**config.mk**
```make
export PLATFORM = sky130hd
export DESIGN_NAME = stable_priority_queue_top_flat
export DESIGN_NICKNAME = d
export VERILOG_FILES = /design/src/rtl/spq_pkg.sv /design/src/rtl/spq_if.sv /design/src/rtl/spq_cell.sv /design/src/rtl/stable_priority_queue_top.sv /design/src/flat_wrapper.sv
export SDC_FILE = /design/constraint.sdc
export NUM_CORES = 2
export LEC_CHECK = 0
export BUFFER_PORTS_ARGS = -buffer_cell sky130_fd_sc_hd__buf_4
export CORE_MARGIN = 3
export CORE_UTILIZATION = 50
export DETAILED_ROUTE_END_ITERATION = 16
export GPL_TIMING_DRIVEN = 0
export MAX_ROUTING_LAYER = met4
export PLACE_DENSITY = 0.66
export SYNTH_ARGS = -nofsm -noshare
export SYNTH_HDL_FRONTEND = slang
export SYNTH_SLANG_ARGS = --single-unit
```
**constraint.sdc**
```tcl
create_clock -name clk -period 16.75 [get_ports clk]
set_input_delay 0.8375 -clock clk [delete_from_list [all_inputs] [get_ports clk]]
set_output_delay 0.8375 -clock clk [all_outputs]
set_load 0.005 [all_outputs]
```
**src/rtl/spq_pkg.sv**
```systemverilog
// Package of the stable priority queue: port widths, command codes and the
// command struct sent to every cell. No dependencies.
package spq_pkg;

  localparam int IN_DATA_W  = 32;
  localparam int IN_PRIO_W  = 8;
  localparam int OUT_DATA_W = 32;

  typedef enum logic {
    KIND_PUSH = 1'b0,
    KIND_POP  = 1'b1
  } spq_kind_e;

  // Queue operation applied to the whole row of cells in the same cycle.
  typedef struct packed {
    logic push;
    logic pop;
  } spq_cmd_t;

endpackage

```
**src/rtl/spq_if.sv**
```systemverilog
// Valid/ready channel interfaces of the stable priority queue.
// Depends on spq_pkg for the payload widths.
interface spq_in_if;
  import spq_pkg::*;

  logic                 valid;
  logic                 ready;
  logic                 kind;
  logic [IN_DATA_W-1:0] item_data;
  logic [IN_PRIO_W-1:0] item_priority;

  modport source (output valid, kind, item_data, item_priority, input ready);
  modport sink   (input valid, kind, item_data, item_priority, output ready);
endinterface

interface spq_out_if;
  import spq_pkg::*;

  logic                  valid;
  logic                  ready;
  logic [OUT_DATA_W-1:0] out_data;
  logic                  out_valid;
  logic                  out_dropped;

  modport source (output valid, out_data, out_valid, out_dropped, input ready);
  modport sink   (input valid, out_data, out_valid, out_dropped, output ready);
endinterface

```
**src/rtl/spq_cell.sv**
```systemverilog
// One slot of the sorted shift-register queue.
// Depends on spq_pkg for the command struct.
module spq_cell #(
  parameter int DATA_BITS     = 32,
  parameter int PRIORITY_BITS = 8
) (
  input  logic                     clk,
  input  logic                     rst_n,
  input  spq_pkg::spq_cmd_t        cmd,
  input  logic [DATA_BITS-1:0]     new_data,
  input  logic [PRIORITY_BITS-1:0] new_prio,
  input  logic                     left_valid,
  input  logic                     left_stay,
  input  logic [DATA_BITS-1:0]     left_data,
  input  logic [PRIORITY_BITS-1:0] left_prio,
  input  logic                     right_valid,
  input  logic [DATA_BITS-1:0]     right_data,
  input  logic [PRIORITY_BITS-1:0] right_prio,
  output logic                     valid,
  output logic                     stay,
  output logic [DATA_BITS-1:0]     data,
  output logic [PRIORITY_BITS-1:0] prio
);
  import spq_pkg::*;

  logic                     valid_r, valid_nxt;
  logic [DATA_BITS-1:0]     data_r, data_nxt;
  logic [PRIORITY_BITS-1:0] prio_r, prio_nxt;

  // An entry stays put on a push when it is at least as urgent as the new one,
  // which keeps equal priorities in arrival order.
  assign stay  = valid_r && (prio_r <= new_prio);
  assign valid = valid_r;
  assign data  = data_r;
  assign prio  = prio_r;

  always_comb begin
    valid_nxt = valid_r;
    data_nxt  = data_r;
    prio_nxt  = prio_r;
    if (cmd.push) begin
      valid_nxt = valid_r || left_valid;
      if (!stay) begin
        if (left_stay) begin
          data_nxt = new_data;
          prio_nxt = new_prio;
        end else begin
          data_nxt = left_data;
          prio_nxt = left_prio;
        end
      end
    end else if (cmd.pop) begin
      valid_nxt = right_valid;
      data_nxt  = right_data;
      prio_nxt  = right_prio;
    end
  end

  always_ff @(posedge clk) begin
    if (!rst_n) begin
      valid_r <= 1'b0;
    end else begin
      valid_r <= valid_nxt;
    end
    data_r <= data_nxt;
    prio_r <= prio_nxt;
  end

endmodule

```
**src/rtl/stable_priority_queue_top.sv**
```systemverilog
// Stable bounded priority queue built as a row of QUEUE_DEPTH sorted cells.
// It takes one push or pop transaction per clock cycle unless the output is
// stalled: every cell compares the new priority with its own entry in
// parallel and shifts by at most one place, so the row is sorted again at
// the next edge. The result of each transaction appears in an output
// register in the cycle after acceptance, and a new transaction is taken
// while that result waits, unless it is stalled. Pushes to a full queue are
// dropped and flagged; pops on an empty queue return out_valid low with zero
// data. No clearing pass follows reset. Depends on spq_pkg, spq_if, spq_cell.
module stable_priority_queue_top #(
  parameter int QUEUE_DEPTH   = 16,
  parameter int PRIORITY_BITS = 8,
  parameter int DATA_BITS     = 32
) (
  input  logic       clk,
  input  logic       rst_n,
  spq_in_if.sink     in_if,
  spq_out_if.source  out_if
);
  import spq_pkg::*;

  logic [DATA_BITS-1:0]     new_data;
  logic [PRIORITY_BITS-1:0] new_prio;
  spq_cmd_t                 cmd;
  logic                     accept;
  logic                     full;
  logic                     head_valid;

  logic                     cell_valid [QUEUE_DEPTH];
  logic                     cell_stay  [QUEUE_DEPTH];
  logic [DATA_BITS-1:0]     cell_data  [QUEUE_DEPTH];
  logic [PRIORITY_BITS-1:0] cell_prio  [QUEUE_DEPTH];

  logic                  res_vld_r, res_vld_nxt;
  logic [OUT_DATA_W-1:0] res_data_r, res_data_nxt;
  logic                  res_valid_r, res_valid_nxt;
  logic                  res_dropped_r, res_dropped_nxt;

  assign new_data   = DATA_BITS'(in_if.item_data);
  assign new_prio   = PRIORITY_BITS'(in_if.item_priority);
  assign in_if.ready = !res_vld_r || out_if.ready;
  assign accept     = in_if.valid && in_if.ready;
  assign full       = cell_valid[QUEUE_DEPTH-1];
  assign head_valid = cell_valid[0];

  assign cmd.push = accept && (in_if.kind == KIND_PUSH) && !full;
  assign cmd.pop  = accept && (in_if.kind == KIND_POP) && head_valid;

  for (genvar i = 0; i < QUEUE_DEPTH; i++) begin : g_cell
    logic                     l_valid, l_stay, r_valid;
    logic [DATA_BITS-1:0]     l_data, r_data;
    logic [PRIORITY_BITS-1:0] l_prio, r_prio;

    if (i == 0) begin : g_head
      // The head sees a virtual neighbor that always stays, so it takes the
      // new entry whenever its own entry moves down.
      assign l_valid = 1'b1;
      assign l_stay  = 1'b1;
      assign l_data  = new_data;
      assign l_prio  = new_prio;
    end else begin : g_body
      assign l_valid = cell_valid[i-1];
      assign l_stay  = cell_stay[i-1];
      assign l_data  = cell_data[i-1];
      assign l_prio  = cell_prio[i-1];
    end

    if (i == QUEUE_DEPTH - 1) begin : g_tail
      assign r_valid = 1'b0;
      assign r_data  = '0;
      assign r_prio  = '0;
    end else begin : g_inner
      assign r_valid = cell_valid[i+1];
      assign r_data  = cell_data[i+1];
      assign r_prio  = cell_prio[i+1];
    end

    spq_cell #(
      .DATA_BITS     (DATA_BITS),
      .PRIORITY_BITS (PRIORITY_BITS)
    ) u_cell (
      .clk         (clk),
      .rst_n       (rst_n),
      .cmd         (cmd),
      .new_data    (new_data),
      .new_prio    (new_prio),
      .left_valid  (l_valid),
      .left_stay   (l_stay),
      .left_data   (l_data),
      .left_prio   (l_prio),
      .right_valid (r_valid),
      .right_data  (r_data),
      .right_prio  (r_prio),
      .valid       (cell_valid[i]),
      .stay        (cell_stay[i]),
      .data        (cell_data[i]),
      .prio        (cell_prio[i])
    );
  end

  always_comb begin
    res_vld_nxt     = res_vld_r;
    res_data_nxt    = res_data_r;
    res_valid_nxt   = res_valid_r;
    res_dropped_nxt = res_dropped_r;
    if (res_vld_r && out_if.ready) begin
      res_vld_nxt = 1'b0;
    end
    if (accept) begin
      res_vld_nxt     = 1'b1;
      res_data_nxt    = cmd.pop ? OUT_DATA_W'(cell_data[0]) : '0;
      res_valid_nxt   = cmd.pop;
      res_dropped_nxt = (in_if.kind == KIND_PUSH) && full;
    end
  end

  always_ff @(posedge clk) begin
    if (!rst_n) begin
      res_vld_r <= 1'b0;
    end else begin
      res_vld_r <= res_vld_nxt;
    end
    res_data_r    <= res_data_nxt;
    res_valid_r   <= res_valid_nxt;
    res_dropped_r <= res_dropped_nxt;
  end

  assign out_if.valid       = res_vld_r;
  assign out_if.out_data    = res_data_r;
  assign out_if.out_valid   = res_valid_r;
  assign out_if.out_dropped = res_dropped_r;

endmodule

```
**src/flat_wrapper.sv**
```systemverilog
// flat-port wrapper written by rule: the top's interface ports become plain ports
module stable_priority_queue_top_flat import spq_pkg::*;
#(
  parameter int QUEUE_DEPTH   = 16,
  parameter int PRIORITY_BITS = 8,
  parameter int DATA_BITS     = 32
)
  (clk, rst_n, in_if_valid, in_if_kind, in_if_item_data, in_if_item_priority, in_if_ready, out_if_valid, out_if_out_data, out_if_out_valid, out_if_out_dropped, out_if_ready);
  spq_in_if in_if_i ();
  spq_out_if out_if_i ();
  input  logic clk;
  input  logic rst_n;
  input wire logic [$bits(in_if_i.valid)-1:0] in_if_valid;
  input wire logic [$bits(in_if_i.kind)-1:0] in_if_kind;
  input wire logic [$bits(in_if_i.item_data)-1:0] in_if_item_data;
  input wire logic [$bits(in_if_i.item_priority)-1:0] in_if_item_priority;
  output wire logic [$bits(in_if_i.ready)-1:0] in_if_ready;
  output wire logic [$bits(out_if_i.valid)-1:0] out_if_valid;
  output wire logic [$bits(out_if_i.out_data)-1:0] out_if_out_data;
  output wire logic [$bits(out_if_i.out_valid)-1:0] out_if_out_valid;
  output wire logic [$bits(out_if_i.out_dropped)-1:0] out_if_out_dropped;
  input wire logic [$bits(out_if_i.ready)-1:0] out_if_ready;
  assign in_if_i.valid = in_if_valid;
  assign in_if_i.kind = in_if_kind;
  assign in_if_i.item_data = in_if_item_data;
  assign in_if_i.item_priority = in_if_item_priority;
  assign in_if_ready = in_if_i.ready;
  assign out_if_valid = out_if_i.valid;
  assign out_if_out_data = out_if_i.out_data;
  assign out_if_out_valid = out_if_i.out_valid;
  assign out_if_out_dropped = out_if_i.out_dropped;
  assign out_if_i.ready = out_if_ready;
  stable_priority_queue_top #(.QUEUE_DEPTH(QUEUE_DEPTH), .PRIORITY_BITS(PRIORITY_BITS), .DATA_BITS(DATA_BITS)) u_core (.clk(clk), .rst_n(rst_n), .in_if(in_if_i), .out_if(out_if_i));
endmodule
```
==> metrics.cfg <==
[run_status]
status=complete, but fails checks
violations=capacitance limit, slew limit

[finish]
final_common_cell=edfxtp_1
drive_above_1_share_pct=11.98
most-common-layout-cells=edfxtp_1 (674), nand4_1 (588), nor2_1 (575)
stdcell_count=5474
area_growth_pct=12.40
final_cell_area_um2=46060
final_core_util_pct=57.00
nets=4511

[global_route]
grt_pass1_vias=36240
use_met1_pct=56.15
grt_use_total_pct=43.48
grt_pass1_wl_um=258400
antenna_found_initial=7
grt_busiest_layer=met2
met3_usage_pct=13.16
grt_remaining_overflow=0
grt_max_degree=37
use_met2_pct=60.33

[logic_synthesis]
synthMuxAreaShare_pct=0.9770
syn_nets=4335
synth_edf_count=674
synth-xor-area-share_pct=0
synth_fa_ha_area_share_pct=3.664
synth-simple-area-share_pct=17.23
synth.area.top_cells=edfxtp_1 (49%), o31ai_1 (10%), nand4_1 (9.0%)
yosysSeqAreaShare_pct=50.22
synth_area_um2=40980
synthFlopType=edfxtp_1
synth_top_area_share_pct=49.39
yosys_warnings=0
synth_top_area_cell=edfxtp_1
synth_compound_area_share_pct=21.48
syn-instance-count=4170
synth_cell_types=37
ys_ff_latch=691
syn-mean-instance-area_um2=9.827
synth_top_family_by_area=compound AO/OA/AOI/OAI gates
ys_async_sr_fraction_pct=0

[clock_network]
cts.path.max_buffers=3
clk_latency_ns=0.66
holdBufCountCts=0
htreeDepth=3
root_buffer=clkbuf_16
clkTransAtPathRegs_ns=0.07
cts.sinks=691
post_cts_buffers=0
numCtsBuffers=81
cts_tree=done
cts_resized=0

[power_and_ir_drop]
switchingPower_mw=1.522
peakVddDrop_uv=76.26
p_leak_nw=15.03
clkPwrFrac_pct=36.9
intPower_mw=3.273
p_per_area_nw_per_um2=104.1
seq_power_share_pct=45.1
sw_frac_of_total_pct=31.75
p_comb_share_pct=18.1

[die]
core_um2=80810
start_util_pct=50.71
die_h_um=292.3
pin_count=81
die_w_um=292.3
num_rows=104
dieArea_um2=85430

[routing]
drc=0
vias_per_cell=7.329
antenna_left=0
wl_um=187400
first_pass_iters=6
first_iter_violations=6448
vias=40120
wire_per_inst_um=34.24

[placement]
place_congestion=1.019
place_area_um2=43460
numPortBuffers=73
placed_cells=5321
dp.final_hpwl_um=137200

[sta]
period_needed_ns=6.411
fin_hold_ws_ns=0.4372
rsz0062_at_grt=no
finalSetupViolCount=0
tns_ns=0
drv_slew=32
relSlewSlack_pct=-6.457
post-route-period-util_pct=38.27
worst_slew_pin_slew_ns=1.597
fmax_mhz=156.0
clock_skew_ns=0.02557
hold_viol=0

[critical_path]
worstPathArrival_ns=6.76
crit_required_ns=17.10
path_max_fanout=23
worstSetupStartpointType=input port
critical_path_class=input port to flip-flop
cp-end-kind=flip-flop

[run]
cap_violations=4

[hold_path]
min_path_type=input port to flip-flop

==> logic make-up (layout without fill, tap and decap cells) <==
logic type               count (synthesis)  after routing
AND/OR/NAND/NOR                       1428           1428
flip-flops                             691            691
other                                    0              7
adder cells (fa/ha/maj)                120            120
buffers and inverters                  604            841
AO/OA/AOI/OAI                         1287           1287
multiplexers                            40             40
==> per-stage QoR <==
stage               power (mW)  worst slack, ns
floorplan                2.642            10.51
global placement         2.984            6.116
detailed placement       3.004            10.21
CTS                      4.722            10.90
global route             4.892            10.43
finish                   4.795            10.34
==> registers in the layout, summed over array words and instances, names as in the netlist <==
name	count
u_core.out_if.out_data	32
u_core.out_if.valid	1
u_core.g_cell.u_cell.valid	16
u_core.g_cell.u_cell.data	512
u_core.g_cell.u_cell.prio	128
u_core.out_if.out_valid	1
u_core.out_if.out_dropped	1
==> critical path, cell delays in order <==
cell and delay [ns]:
clkbuf_1 0.70, clkbuf_1 1.13, inv_1 0.93, buf_16 0.42, ha_1 0.34, nand4_1 0.18
nor2_1 0.12, a211oi_2 0.48, clkbuf_1 0.46, nor3_1 0.15, o21ai_4 0.69, buf_16 0.24
==> cell type report <==
class,count,area (um2)
Clock buffer,102,2136
Clock inverter,42,405.4
Buffer,564,2507
Timing Repair Buffer,93,1003
Fill cell,7234,34740
Antenna cell,7,17.52
Sequential cell,691,20580
Multi-Input combinational cell,2875,17940
Tap cell,1060,1326
Inverter,40,150.1
==> final timing paths <==
| path | start | endpoint | cells after the start | slack [ns] |
|---|---|---|---|---|
| max | in_if_item_priority[7] | u_core.g_cell[5].u_cell.data[5]$_DFFE_PP_ | 12 | 10.34 |
| min | rst_n | u_core.g_cell[15].u_cell.valid$_SDFFE_PN0P_ | 2 | 0.44 |
| max reg2reg | u_core.g_cell[6].u_cell.prio[1]$_DFFE_PP_ | u_core.g_cell[6].u_cell.data[4]$_DFFE_PP_ | 8 | 13.25 |
| min reg2reg | u_core.g_cell[0].u_cell.data[19]$_DFFE_PP_ | u_core.out_if.out_data[19]$_SDFFCE_PN0P_ | 1 | 0.55 |
==> routing by layer <==
layer | part of all wire (%) | up-vias
li1 | - | 17020
met1 | 37 | 19280
met2 | 41 | 3149
met3 | 14 | 671
met4 | 7.5 | 0
met5 | 0 | -
==> power groups by stage <==
stage / registers, mW / clock network [mW] / logic, mW
floorplan: 2.14 / 0 / 0.507
global placement: 2.20 / 0 / 0.782
detailed placement: 2.19 / 0 / 0.818
CTS: 2.15 / 1.75 / 0.820
global route: 2.16 / 1.82 / 0.909
finish: 2.16 / 1.77 / 0.866
==> synthesized netlist by cell type, types with 2 or more instances <==
library cell / count
nand4_2: 3
and2_1: 32
buf_4: 6
a21oi_1: 55
nor2_2: 2
inv_1: 25
o211ai_1: 14
edfxtp_1: 674
nand2_1: 178
nand4_1: 588
a31oi_1: 561
mux2i_1: 40
dfxtp_1: 17
clkbuf_1: 297
o31ai_1: 560
clkinv_1: 15
buf_2: 258
ha_1: 120
o21a_1: 2
o21ai_1: 14
nand3_1: 2
nor2_1: 575
buf_6: 3
a211oi_2: 14
a221oi_1: 11
nor2b_1: 32
nor3_1: 14
a211o_1: 14
o21ai_0: 36
(Power assumes the default switching activity.)
